<file path="config.mk">
export PLATFORM = sky130hd
export DESIGN_NAME = sha1_message_hash_top
export DESIGN_NICKNAME = d
export VERILOG_FILES = /design/src/hw/rtl/sha1h_pkg.sv /design/src/hw/rtl/sha1_message_hash_top.sv /design/src/hw/rtl/sha1h_wmem.sv /design/src/hw/rtl/sha1h_round.sv
export VERILOG_INCLUDE_DIRS = /design/src /design/src/hw/rtl
export SDC_FILE = /design/constraint.sdc
export NUM_CORES = 2
export LEC_CHECK = 0
export ABC_AREA = 1
export BUFFER_PORTS_ARGS = -buffer_cell sky130_fd_sc_hd__buf_2
export CORE_MARGIN = 8
export CORE_UTILIZATION = 40
export CTS_CLUSTER_SIZE = 20
export DETAILED_ROUTE_END_ITERATION = 7
export GPL_TIMING_DRIVEN = 0
export REMOVE_ABC_BUFFERS = 1
export SLEW_MARGIN = 5
export SYNTH_ARGS = -nofsm -noshare
export SYNTH_HDL_FRONTEND = slang
export SYNTH_SLANG_ARGS = --single-unit
</file>
<file path="constraint.sdc">
create_clock -name clock -period 11.6 [get_ports clock]
set_input_delay 3.48 -clock clock [delete_from_list [all_inputs] [get_ports clock]]
set_output_delay 3.48 -clock clock [all_outputs]
set_load 0.01 [all_outputs]
</file>
<file path="src/hw/rtl/sha1_message_hash_top_defines.svh">
// ----------------------------------------------------------------------------
// SHA-1 message hash: assertion macros
// Shared property wrappers for the checks at the end of the top level.
// ----------------------------------------------------------------------------
`ifndef SHA1_MESSAGE_HASH_TOP_DEFINES_SVH
`define SHA1_MESSAGE_HASH_TOP_DEFINES_SVH

// Consequent must hold in the same cycle as the antecedent.
`define SHA1H_CHECK_NOW(label, clk, rst, ante, cons, msg) \
   label: assert property (@(posedge clk) disable iff (rst) (ante) |-> (cons)) \
      else $error(msg);

// Consequent must hold in the cycle after the antecedent.
`define SHA1H_CHECK_NEXT(label, clk, rst, ante, cons, msg) \
   label: assert property (@(posedge clk) disable iff (rst) (ante) |=> (cons)) \
      else $error(msg);

`endif

</file>
<file path="src/hw/rtl/sha1h_pkg.sv">
// ----------------------------------------------------------------------------
// SHA-1 message hash: shared package
// Word and digest types, round constants, and the round helper functions.
// ----------------------------------------------------------------------------
`default_nettype none

package sha1h_pkg;

   typedef logic [31:0]      word_type;
   typedef logic [4:0][31:0] hash_type;
   typedef logic [3:0]       addr_type;
   typedef logic [6:0]       round_type;

   // Control from the sequencer to the round datapath.
   typedef struct packed {
      logic      init;   // reload chain with the initial hash
      logic      load;   // copy chain into the working variables
      logic      step;   // run one round
      logic      fold;   // add working variables into the chain
      round_type rnd;    // current round number
   } ctrl_type;

   localparam hash_type InitHash = {32'hc3d2e1f0, 32'h10325476, 32'h98badcfe,
                                    32'hefcdab89, 32'h67452301};

   localparam round_type SchedRounds = 7'd16;
   localparam round_type LastRound   = 7'd79;
   localparam logic [7:0] PadByte    = 8'h80;

   function automatic word_type round_k(input round_type t);
      word_type k;
      if (t < 7'd20) begin
         k = 32'h5A827999;
      end else if (t < 7'd40) begin
         k = 32'h6ED9EBA1;
      end else if (t < 7'd60) begin
         k = 32'h8F1BBCDC;
      end else begin
         k = 32'hCA62C1D6;
      end
      return k;
   endfunction

   function automatic word_type round_f(input round_type t, input word_type b,
                                        input word_type c, input word_type d);
      word_type f;
      if (t < 7'd20) begin
         f = d ^ (b & (c ^ d));
      end else if (t < 7'd40) begin
         f = b ^ c ^ d;
      end else if (t < 7'd60) begin
         f = (b & c) | (b & d) | (c & d);
      end else begin
         f = b ^ c ^ d;
      end
      return f;
   endfunction

endpackage

`default_nettype wire

</file>
<file path="src/hw/rtl/sha1_message_hash_top.sv">
// Sequence: a finish beat runs the pad byte, zero fill, length words and
//   compression before the first digest word shows; pad overflow compresses an extra block first.
// Throughput: append beats are taken one per cycle while idle; every 64th byte
//   stalls the input while the block compresses (one round per cycle).
// Reset: synchronous, active high; restores the initial hash, clears the
//   byte count and returns to idle. Schedule memory contents need no reset.
// ----------------------------------------------------------------------------
// SHA-1 message hash: top level
// Byte packing, padding sequencer, compression control and digest output.
// ----------------------------------------------------------------------------
`default_nettype none

`include "sha1_message_hash_top_defines.svh"

module sha1_message_hash_top (
   input  wire logic        clock,
   input  wire logic        reset,
   // request channel
   input  wire logic        req_valid,
   output logic             req_stall,
   input  wire logic        req_mode,
   input  wire logic [7:0]  req_data_byte,
   // response channel
   output logic             rsp_valid,
   input  wire logic        rsp_stall,
   output logic [31:0]      rsp_digest_word,
   output logic [2:0]       rsp_word_index,
   output logic             rsp_last_word
);

   // One-hot sequencer states.
   typedef enum logic [8:0] {
      S_IDLE    = 9'b000000001,
      S_PAD     = 9'b000000010,
      S_ZERO    = 9'b000000100,
      S_LEN_HI  = 9'b000001000,
      S_LEN_LO  = 9'b000010000,
      S_C_PREP  = 9'b000100000,
      S_C_ROUND = 9'b001000000,
      S_C_FOLD  = 9'b010000000,
      S_OUT     = 9'b100000000
   } state_type;

   // Where to go once a compression has folded into the chain.
   typedef enum logic [1:0] {
      RET_IDLE   = 2'd0,
      RET_REFILL = 2'd1,
      RET_OUT    = 2'd2
   } ret_type;

   state_type             state_ff, state_in;
   ret_type               ret_ff, ret_in;
   logic [60:0]           cnt_ff, cnt_in;      // message length in bytes
   sha1h_pkg::word_type   acc_ff, acc_in;      // partial word being packed
   sha1h_pkg::round_type  t_ff, t_in;          // round counter
   logic [4:0]            ptr_ff, ptr_in;      // zero fill pointer
   logic [4:0]            end_ff, end_in;      // zero fill stop (exclusive)
   logic                  ovf_ff, ovf_in;      // pad spills into an extra block
   logic [2:0]            idx_ff, idx_in;      // digest word being shown

   // Memory write port and read addresses.
   logic                  mem_we;
   sha1h_pkg::addr_type   mem_waddr;
   sha1h_pkg::word_type   mem_wdata;
   sha1h_pkg::addr_type   rd_round;
   sha1h_pkg::addr_type   ra_cur, ra_p2, ra_p8, ra_p13;
   sha1h_pkg::word_type   rd_cur, rd_p2, rd_p8, rd_p13;

   sha1h_pkg::ctrl_type   ctrl;
   sha1h_pkg::word_type   sched_word;
   sha1h_pkg::hash_type   chain;

   logic                  req_fire;
   logic                  rsp_fire;
   sha1h_pkg::addr_type   word_pos;
   logic [1:0]            byte_pos;
   logic [4:0]            shamt;
   sha1h_pkg::word_type   byte_placed;
   sha1h_pkg::word_type   pad_word;

   // ------------------------------------------------------------------------
   // Handshake
   // ------------------------------------------------------------------------
   assign req_stall = (state_ff != S_IDLE);
   assign req_fire  = req_valid & ~req_stall;
   assign rsp_valid = (state_ff == S_OUT);
   assign rsp_fire  = rsp_valid & ~rsp_stall;

   // Output payload comes straight from the chain registers, which hold
   // still for as long as the sequencer sits in the output state.
   assign rsp_digest_word = chain[idx_ff];
   assign rsp_word_index  = idx_ff;
   assign rsp_last_word   = (idx_ff == 3'd4);

   // ------------------------------------------------------------------------
   // Byte placement: big-endian within each word
   // ------------------------------------------------------------------------
   assign word_pos    = cnt_ff[5:2];
   assign byte_pos    = cnt_ff[1:0];
   assign shamt       = {~byte_pos, 3'b000};
   assign byte_placed = 32'(req_data_byte) << shamt;
   assign pad_word    = acc_ff | (32'(sha1h_pkg::PadByte) << shamt);

   // ------------------------------------------------------------------------
   // Schedule read addresses: always prefetch the words of the next round
   // so that registered read data lines up with the round that uses it.
   // ------------------------------------------------------------------------
   assign rd_round = (state_ff == S_C_PREP) ? 4'd0 : (t_ff[3:0] + 4'd1);
   assign ra_cur   = rd_round;
   assign ra_p2    = rd_round + 4'd2;
   assign ra_p8    = rd_round + 4'd8;
   assign ra_p13   = rd_round + 4'd13;

   // ------------------------------------------------------------------------
   // Sequencer
   // ------------------------------------------------------------------------
   always_comb begin
      state_in  = state_ff;
      ret_in    = ret_ff;
      cnt_in    = cnt_ff;
      acc_in    = acc_ff;
      t_in      = t_ff;
      ptr_in    = ptr_ff;
      end_in    = end_ff;
      ovf_in    = ovf_ff;
      idx_in    = idx_ff;
      mem_we    = 1'b0;
      mem_waddr = word_pos;
      mem_wdata = '0;

      ctrl      = '0;
      ctrl.rnd  = t_ff;

      case (state_ff)
         S_IDLE: begin
            if (req_fire) begin
               if (req_mode) begin
                  state_in = S_PAD;
               end else begin
                  // Pack the byte; flush the word once it is full.
                  cnt_in = cnt_ff + 61'd1;
                  if (byte_pos == 2'd3) begin
                     mem_we    = 1'b1;
                     mem_waddr = word_pos;
                     mem_wdata = acc_ff | byte_placed;
                     acc_in    = '0;
                  end else begin
                     acc_in = acc_ff | byte_placed;
                  end
                  if (cnt_ff[5:0] == 6'd63) begin
                     ret_in   = RET_IDLE;
                     state_in = S_C_PREP;
                  end
               end
            end
         end

         S_PAD: begin
            // Drop the pad byte behind the last data byte, then zero-fill.
            mem_we    = 1'b1;
            mem_waddr = word_pos;
            mem_wdata = pad_word;
            ptr_in    = {1'b0, word_pos} + 5'd1;
            ovf_in    = (word_pos >= 4'd14);
            end_in    = (word_pos >= 4'd14) ? 5'd16 : 5'd14;
            state_in  = S_ZERO;
         end

         S_ZERO: begin
            if (ptr_ff == end_ff) begin
               if (ovf_ff) begin
                  ret_in   = RET_REFILL;
                  state_in = S_C_PREP;
               end else begin
                  state_in = S_LEN_HI;
               end
            end else begin
               mem_we    = 1'b1;
               mem_waddr = ptr_ff[3:0];
               mem_wdata = '0;
               ptr_in    = ptr_ff + 5'd1;
            end
         end

         S_LEN_HI: begin
            mem_we    = 1'b1;
            mem_waddr = 4'd14;
            mem_wdata = cnt_ff[60:29];
            state_in  = S_LEN_LO;
         end

         S_LEN_LO: begin
            mem_we    = 1'b1;
            mem_waddr = 4'd15;
            mem_wdata = {cnt_ff[28:0], 3'b000};
            ret_in    = RET_OUT;
            state_in  = S_C_PREP;
         end

         S_C_PREP: begin
            ctrl.load = 1'b1;
            t_in      = 7'd0;
            state_in  = S_C_ROUND;
         end

         S_C_ROUND: begin
            // Write the expanded schedule word back into its slot.
            ctrl.step = 1'b1;
            mem_we    = 1'b1;
            mem_waddr = t_ff[3:0];
            mem_wdata = sched_word;
            if (t_ff == sha1h_pkg::LastRound) begin
               state_in = S_C_FOLD;
            end else begin
               t_in = t_ff + 7'd1;
            end
         end

         S_C_FOLD: begin
            ctrl.fold = 1'b1;
            case (ret_ff)
               RET_IDLE: begin
                  state_in = S_IDLE;
               end
               RET_REFILL: begin
                  // Extra block: zeros up to the length words.
                  ptr_in   = 5'd0;
                  end_in   = 5'd14;
                  ovf_in   = 1'b0;
                  state_in = S_ZERO;
               end
               RET_OUT: begin
                  idx_in   = 3'd0;
                  state_in = S_OUT;
               end
               default: begin
                  state_in = S_IDLE;
               end
            endcase
         end

         S_OUT: begin
            if (rsp_fire) begin
               if (idx_ff == 3'd4) begin
                  // Last beat taken: restart for a new message.
                  ctrl.init = 1'b1;
                  cnt_in    = '0;
                  acc_in    = '0;
                  state_in  = S_IDLE;
               end else begin
                  idx_in = idx_ff + 3'd1;
               end
            end
         end

         default: begin
            state_in = S_IDLE;
         end
      endcase
   end

   always_ff @(posedge clock) begin
      if (reset) begin
         state_ff <= S_IDLE;
         ret_ff   <= RET_IDLE;
         cnt_ff   <= '0;
         acc_ff   <= '0;
         t_ff     <= '0;
         ptr_ff   <= '0;
         end_ff   <= '0;
         ovf_ff   <= 1'b0;
         idx_ff   <= '0;
      end else begin
         state_ff <= state_in;
         ret_ff   <= ret_in;
         cnt_ff   <= cnt_in;
         acc_ff   <= acc_in;
         t_ff     <= t_in;
         ptr_ff   <= ptr_in;
         end_ff   <= end_in;
         ovf_ff   <= ovf_in;
         idx_ff   <= idx_in;
      end
   end

   // ------------------------------------------------------------------------
   // Schedule memories: two identical copies, two read ports each, so that
   // the four taps of the rolling schedule are all read in the same cycle.
   // ------------------------------------------------------------------------
   sha1h_wmem u_wmem_lo (
      .clock    (clock),
      .wr_en    (mem_we),
      .wr_addr  (mem_waddr),
      .wr_data  (mem_wdata),
      .rd_addr0 (ra_cur),
      .rd_addr1 (ra_p2),
      .rd_data0 (rd_cur),
      .rd_data1 (rd_p2)
   );

   sha1h_wmem u_wmem_hi (
      .clock    (clock),
      .wr_en    (mem_we),
      .wr_addr  (mem_waddr),
      .wr_data  (mem_wdata),
      .rd_addr0 (ra_p8),
      .rd_addr1 (ra_p13),
      .rd_data0 (rd_p8),
      .rd_data1 (rd_p13)
   );

   // ------------------------------------------------------------------------
   // Round datapath and chain hash
   // ------------------------------------------------------------------------
   sha1h_round u_round (
      .clock      (clock),
      .reset      (reset),
      .ctrl       (ctrl),
      .rd_cur     (rd_cur),
      .rd_p2      (rd_p2),
      .rd_p8      (rd_p8),
      .rd_p13     (rd_p13),
      .sched_word (sched_word),
      .chain      (chain)
   );

   // ------------------------------------------------------------------------
   // Checks
   // ------------------------------------------------------------------------
   `SHA1H_CHECK_NOW(a_take_only_quiet, clock, reset, !req_stall, !rsp_valid,
      "request taken while digest beats are pending")

   `SHA1H_CHECK_NOW(a_round_range, clock, reset, state_ff == S_C_ROUND,
      t_ff <= sha1h_pkg::LastRound, "round counter past the last round")

   `SHA1H_CHECK_NEXT(a_full_block, clock, reset,
      req_fire && !req_mode && cnt_ff[5:0] == 6'd63, state_ff == S_C_PREP,
      "full block did not start a compression")

   `SHA1H_CHECK_NEXT(a_restart, clock, reset, rsp_fire && rsp_last_word,
      cnt_ff == '0 && state_ff == S_IDLE, "no restart after the last digest beat")

endmodule

`default_nettype wire

</file>
<file path="src/hw/rtl/sha1h_wmem.sv">
// ----------------------------------------------------------------------------
// SHA-1 message hash: schedule memory
// Sixteen-word synchronous memory, one write port, two registered read ports.
// ----------------------------------------------------------------------------
`default_nettype none

module sha1h_wmem (
   input  wire logic               clock,
   input  wire logic               wr_en,
   input  wire sha1h_pkg::addr_type wr_addr,
   input  wire sha1h_pkg::word_type wr_data,
   input  wire sha1h_pkg::addr_type rd_addr0,
   input  wire sha1h_pkg::addr_type rd_addr1,
   output sha1h_pkg::word_type      rd_data0,
   output sha1h_pkg::word_type      rd_data1
);

   sha1h_pkg::word_type mem_ff [16];
   sha1h_pkg::word_type rd0_ff;
   sha1h_pkg::word_type rd1_ff;

   always_ff @(posedge clock) begin
      if (wr_en) begin
         mem_ff[wr_addr] <= wr_data;
      end
   end

   always_ff @(posedge clock) begin
      rd0_ff <= mem_ff[rd_addr0];
      rd1_ff <= mem_ff[rd_addr1];
   end

   assign rd_data0 = rd0_ff;
   assign rd_data1 = rd1_ff;

endmodule

`default_nettype wire

</file>
<file path="src/hw/rtl/sha1h_round.sv">
// ----------------------------------------------------------------------------
// SHA-1 message hash: round datapath
// Working variables, chain hash, schedule expansion and one round per cycle.
// ----------------------------------------------------------------------------
`default_nettype none

module sha1h_round (
   input  wire logic                clock,
   input  wire logic                reset,
   input  wire sha1h_pkg::ctrl_type ctrl,
   input  wire sha1h_pkg::word_type rd_cur,   // schedule word t
   input  wire sha1h_pkg::word_type rd_p2,    // schedule word t+2 (mod 16)
   input  wire sha1h_pkg::word_type rd_p8,    // schedule word t+8 (mod 16)
   input  wire sha1h_pkg::word_type rd_p13,   // schedule word t+13 (mod 16)
   output sha1h_pkg::word_type      sched_word,
   output sha1h_pkg::hash_type      chain
);

   sha1h_pkg::hash_type work_ff;
   sha1h_pkg::hash_type work_in;
   sha1h_pkg::hash_type chain_ff;
   sha1h_pkg::hash_type chain_in;

   sha1h_pkg::word_type mix;
   sha1h_pkg::word_type w;
   sha1h_pkg::word_type temp;

   always_comb begin
      mix = rd_p13 ^ rd_p8 ^ rd_p2 ^ rd_cur;
      if (ctrl.rnd < sha1h_pkg::SchedRounds) begin
         w = rd_cur;
      end else begin
         w = {mix[30:0], mix[31]};
      end
      temp = {work_ff[0][26:0], work_ff[0][31:27]}
           + sha1h_pkg::round_f(ctrl.rnd, work_ff[1], work_ff[2], work_ff[3])
           + work_ff[4] + sha1h_pkg::round_k(ctrl.rnd) + w;
   end

   always_comb begin
      work_in = work_ff;
      if (ctrl.load) begin
         work_in = chain_ff;
      end else if (ctrl.step) begin
         work_in[0] = temp;
         work_in[1] = work_ff[0];
         work_in[2] = {work_ff[1][1:0], work_ff[1][31:2]};
         work_in[3] = work_ff[2];
         work_in[4] = work_ff[3];
      end
   end

   always_comb begin
      chain_in = chain_ff;
      if (ctrl.init) begin
         chain_in = sha1h_pkg::InitHash;
      end else if (ctrl.fold) begin
         for (int i = 0; i < 5; i++) begin
            chain_in[i] = chain_ff[i] + work_ff[i];
         end
      end
   end

   always_ff @(posedge clock) begin
      work_ff <= work_in;
   end

   always_ff @(posedge clock) begin
      if (reset) begin
         chain_ff <= sha1h_pkg::InitHash;
      end else begin
         chain_ff <= chain_in;
      end
   end

   assign sched_word = w;
   assign chain      = chain_ff;

endmodule

`default_nettype wire
</file>
== Word-level counts from Yosys, hierarchy flattened ==
Memory sizes are Yosys's and may differ from the RTL's. A register that Yosys moved wholly into a read port is not among the register bits.
Index checks and enable logic that the tools add are counted.

* Bits in read-only memories: 0
* Bits of input ports: 13
* Register bits after elaboration: 445
* Logic and storage cells: 186
* RAM bits: 1,024
* Memories: 2
* Bits in latches: 0
* Output and inout bits: 38

{| class="wikitable"
|+ Memory list
! memory !! depth !! bits a word !! rd ports !! clocked after memory_dff !! wr ports !! RTL line !! source
|-
| u_wmem_hi.mem_ff || 16 || 32 || 2 || 2 || 1 || sha1h_wmem.sv:18 || <nowiki>sha1h_pkg::word_type mem_ff [16];</nowiki>
|-
| u_wmem_lo.mem_ff || 16 || 32 || 2 || 2 || 1 || sha1h_wmem.sv:18 ||
|}

* $lt $le $gt $ge: 6
* Muxes and demuxes: 72
* Add/subtract/negate cells: 18
* Reduce and logical (&&, ||, !) cells: 16
* Multiply operators: 0
* Shift-type cells: 2
* Divide/modulo/power cells: 0
* Bitwise operators: 20
* Eq/ne operators: 31

{| class="wikitable"
|+ Operator list
! kind !! count
|-
| $mux W32 || 15
|-
| $mux W160 || 2
|-
| $add A32 B32 Y32 || 9
|-
| $mux W61 || 4
|-
| $xor A32 B32 Y32 || 7
|-
| $pmux W32 S5 || 1
|-
| $and A32 B32 Y32 || 4
|-
| $or A32 B32 Y32 || 4
|-
| $pmux W61 S2 || 1
|-
| $bmux W32 S3 || 1
|-
| $pmux W9 S9 || 1
|-
| $pmux W32 S2 || 1
|-
| $mux W9 || 7
|-
| $add A61 B1 Y61 const B || 1
|-
| $shl A8 B5 Y32 || 1
|-
| $shl A8 B5 Y32 const A || 1
|-
| $mux W31 || 1
|-
| $ne A2 B2 Y1 const B || 11
|-
| $mux W5 || 4
|-
| $pmux W9 S2 || 1
|-
| $pmux W4 S4 || 1
|-
| $pmux W5 S3 || 1
|-
| $lt A7 B5 Y1 const B || 2
|-
| $lt A7 B6 Y1 const B || 2
|-
| other kinds (51) || 82
|}

== Logic depth before layout (Yosys ltp) ==
* Depth in word-level cells: 12
* Gate-level depth with buffers: 29
* Gate-level depth less buffers: 29

== Modules after synthesis ==
From an unflattened synthesis, not the netlist that was laid out.

* Cell total of the unflattened synthesis: 12,313
* Area, all modules: 95,803.1 um^2

{| class="wikitable"
|+ By module, submodules not included
! module !! sequential area each (um^2) !! area an instance (um^2) !! cells an instance !! instances
|-
| sha1h_round || 8,007.7 || 28,755.1 || 4,036 || 1
|-
| sha1h_wmem at u_wmem_hi || 16,656.0 || 28,715.0 || 3,317 || 1
|-
| sha1h_wmem at u_wmem_lo || 16,656.0 || 28,673.8 || 3,317 || 1
|-
| sha1_message_hash_top || 2,422.3 || 9,659.3 || 1,643 || 1
|}

== Worst setup path before layout ==
OpenSTA, ideal clock, no wires.

* Path kind: input -> register
* Start point: input port req_mode
* End point: memory u_wmem_lo.mem_ff[6][0] (netlist bit), enable pin
* Setup time: 421 ps
* Required time: 11,179 ps
* Stages: 7
* Arrival: 5,528 ps
* Buffers on the path: 0
* Setup slack: 5,651 ps
* Cell sequence: inv_1 > nand2_1 > nor3_2 > nor2_1 > nor2_1 > nand2_1 > nor2_1

* Word-level cells in the longest chain between the ends: 5

{| class="wikitable"
|+ Ends and longest elaborated chain
! what !! RTL line !! source
|-
| start, declared || sha1_message_hash_top.sv:21 || <nowiki>input wire logic req_mode,</nowiki>
|-
| $mux W1 || sha1_message_hash_top.sv:137 || <nowiki>if (req_mode) begin</nowiki>
|-
| $mux W1 || sha1_message_hash_top.sv:136 || <nowiki>if (req_fire) begin</nowiki>
|-
| $pmux W1 S3 || sha1_message_hash_top.sv:134 || <nowiki>case (state_ff)</nowiki>
|-
| $mux W1 || sha1h_wmem.sv:23 || <nowiki>if (wr_en) begin</nowiki>
|-
| $mux W1 (not written as such) || sha1h_wmem.sv:24 || <nowiki>mem_ff[wr_addr] <= wr_data;</nowiki>
|-
| end, declared || sha1h_wmem.sv:18 ||
|}

Every way passes these cells.

==> impl_metrics.toml <==
[clocking]
cts_resized = 0
cts.sinks = 1081
clk-insertion-delay-late_ns = 0.83
clk_pin_slew_worst_paths_ns = 0.06
tritoncts = "done"
post_cts_buffers = 0
cts_hold_buffers = 0
htreeDepth = 4
clk_path_buf_depth = 3
cts-buffers-inserted = 131
cts-root-buf = "clkbuf_16"

[layout]
fillers = 16900
syn2layout_area_growth_pct = 11.9
multi_input_area_um2 = 34900
nets = 9050
regArea_um2 = 28400
drive_above_1_share_pct = 5.49

[synthesis]
synth.avg_cell_area_um2 = 7.74
async_reset_ff_share_pct = 0
syn-cell-area_um2 = 68500
seq_area_frac_synth_pct = 41.4
syn_inst = 8860
synth_flop_cell = "edfxtp_1"
synth_edf_count = 672
ys_ff_latch = 1081
ys.warnings.count = 0
synth_cell_types = 58

[routing]
vias_per_cell = 5.73
first_iter_violations = 6525
drc_errors = 0
wl_per_cell_um = 24.0
drtPass1Iterations = 6
ant_nets = 0
vias = 63400
wl_um = 265000

[worst_setup_path]
crit_required_ns = 12.11
criticalPathCategory = "flip-flop to flip-flop"
critPathMaxStageDelay_ns = 1.44
crit_path_start_kind = "flip-flop"
worst-r2r-setup-slack_ns = 1.43
crit_start = "t_ff[5]$_SDFFE_PP0P_"
endpoint_kind = "flip-flop"
cp_data_arrival_time_ns = 10.68
r2r-start = "t_ff[5]$_SDFFE_PP0P_"
worst-path-max-fanout = 22
crit_path_top_delay_cell = "clkinv_1"
crit_buf_inv = 4
cp_cell_sequence = "inv_1, nor2_1, nand3_2, nand2_1, clkinv_1, nand2_1, nand3_1, fa_1, fa_1, inv_1, fa_1, inv_1, ha_1, a21oi_1, o21ai_0, a21oi_1, nand2_1, nand4_1, nand4_1, nand3_1, o21ai_0"
critical-path-top-delay-family = "simple AND/OR/NAND/NOR gates"

[power]
switching_share_pct = 42.4
p_clk_share_pct = 26.3
p_per_area_nw_per_um2 = 207
power_switching_mw = 6.72
ir_worst_vdd_mv = 0.159
p_int_mw = 9.13
seq_power_share_pct = 30.8
power_leakage_nw = 31.0
comb_power_share_pct = 42.9

[run_status]
violations = "max-capacitance violations, max-slew violations"
status = "finished, violations left"

[sta]
rsz0062_at_grt = "no"
maxSlewViolCount = 4
setup_violations = 0
fmax_mhz = 98.3
fin_setup_tns_ns = 0
tightest_slew_ns = 1.51
period_needed_ns = 10.17
slew_headroom_pct = -1.48
fin_crit_sh_pct = 87.7
hold_viol_final = 0
worst_clock_skew_ns = 0.0585
hold_ws_ns = 0.467

[placement]
dp_hpwl_um = 191000
port_buffers = 50
gp_congestion = 1.05

[floorplanning]
dieArea_um2 = 185000
core_um2 = 171000
fp.dieH_um = 430
start_util_pct = 40.1
io-pin-count = 51
die_width_um = 430
rows = 152

[global_routing]
antenna_found_initial = 6
grt_start_max_net_pins = 181
grt_usage_pct = 27.5
grt_pass1_wl_um = 385000
first_global_vias = 59300
grt-ovfl-total = 0

[worst_hold_path]
hold_path.class = "flip-flop to flip-flop"
min_from = "acc_ff[31]$_SDFFE_PP0P_"

[run]
cap_violations = 1
-- worst min-delay path, stage by stage (launching register included) --
cell     delay [ns]
dfxtp_1        0.31
inv_1          0.06
a21oi_1        0.05
-- synthesized netlist by cell type, types with 116 or more instances --
cell / number / area (um^2)
nand2_1: 1942 / 7290
o21ai_0: 996 / 4980
inv_1: 980 / 3680
edfxtp_1: 672 / 20200
a21oi_1: 660 / 3300
nor2_1: 643 / 2410
nand3_1: 510 / 2550
dfxtp_1: 409 / 8190
clkbuf_1: 280 / 1050
o211ai_1: 260 / 1950
ha_1: 213 / 2670
xnor2_1: 146 / 1280
o21ai_1: 133 / 666
fa_1: 116 / 2320
-- state kept, by name, indices dropped and copies added (netlist names) --
signal and flops:
acc_ff 32, cnt_ff 61, end_ff 1, ovf_ff 1, ptr_ff 5, ret_ff 2
rsp_word_index 3, state_ff 9, t_ff 7, u_round.chain 160, u_round.work_ff 160, u_wmem_hi.rd_data0 32
u_wmem_hi.rd_data1 32, u_wmem_lo.mem_ff 512, u_wmem_lo.rd_data0 32, u_wmem_lo.rd_data1 32
-- area by class of cell --
type	count	area share, %
multi-input combinational	6340	45.5
sequential	1081	37.0
inverter	998	4.93
clock buffer	185	4.83
tap	2233	3.64
timing repair buffer	156	3.19
clock inverter	58	0.856
antenna	7	0.0228
-- cell usage in the layout, fill, tap and decap left out, types with 86 or more instances in the layout --
cell and count:
nor3_1 86, nor2_1 627, edfxtp_1 672, fa_1 116
inv_1 974, ha_1 211, nand3_1 508, dfxtp_1 408
clkbuf_16 135, o21ai_0 980, xnor2_1 145, nand2_1 1936
a21oi_1 660, o21ai_1 148, o211ai_1 260
-- cells by family after synthesis --
logic type / synth area share [%]
simple gates: 20.7
buf+inv: 8.21
xor+xnor: 2.92
fa+ha+maj: 7.28
flops: 41.4
compound gates: 19.5
-- path summary, 6_finish.rpt --
path                            depth (start not counted)                       endpoint
worst max-delay path                                   21  u_round.work_ff[27]$_DFFE_PP_
worst min-delay path                                    2        acc_ff[31]$_SDFFE_PP0P_
worst max register to register                         21  u_round.work_ff[27]$_DFFE_PP_
worst min register to register                          2        acc_ff[31]$_SDFFE_PP0P_
-- power by group through the flow --
| stage | registers [mW] | logic [mW] | clock network, mW |
|---|---|---|---|
| floorplan | 4.83 | 4.41 | 0 |
| detailed placement | 4.95 | 6.64 | 0 |
| global placement | 4.98 | 6.57 | 0 |
| global route | 4.90 | 7.43 | 4.38 |
| finish | 4.88 | 6.80 | 4.18 |
| CTS | 4.87 | 6.69 | 4.23 |
-- routing by layer --
metal  GRT usage [%]  vias to the layer above  wire (um)
li1                -                    29800          -
met1            34.5                    30200     106000
met2            45.1                     2708     122000
met3            4.18                      649      19600
met4            15.8                        0      18100
met5               0                        -          0
-- per-stage QoR --
stage	area [um^2]	utilization, %	cells	setup WS, ns	total power, mW
floorplan	66700	-	8419	-5.67	9.24
global placement	69700	40.8	10700	-23.48	11.5
detailed placement	72300	42.3	10800	1.98	11.6
CTS	76700	44.8	11000	1.95	15.8
global route	76700	44.9	11100	1.75	16.7
finish	76700	44.9	11100	1.43	15.9
Power figures use the tool's default switching activity.
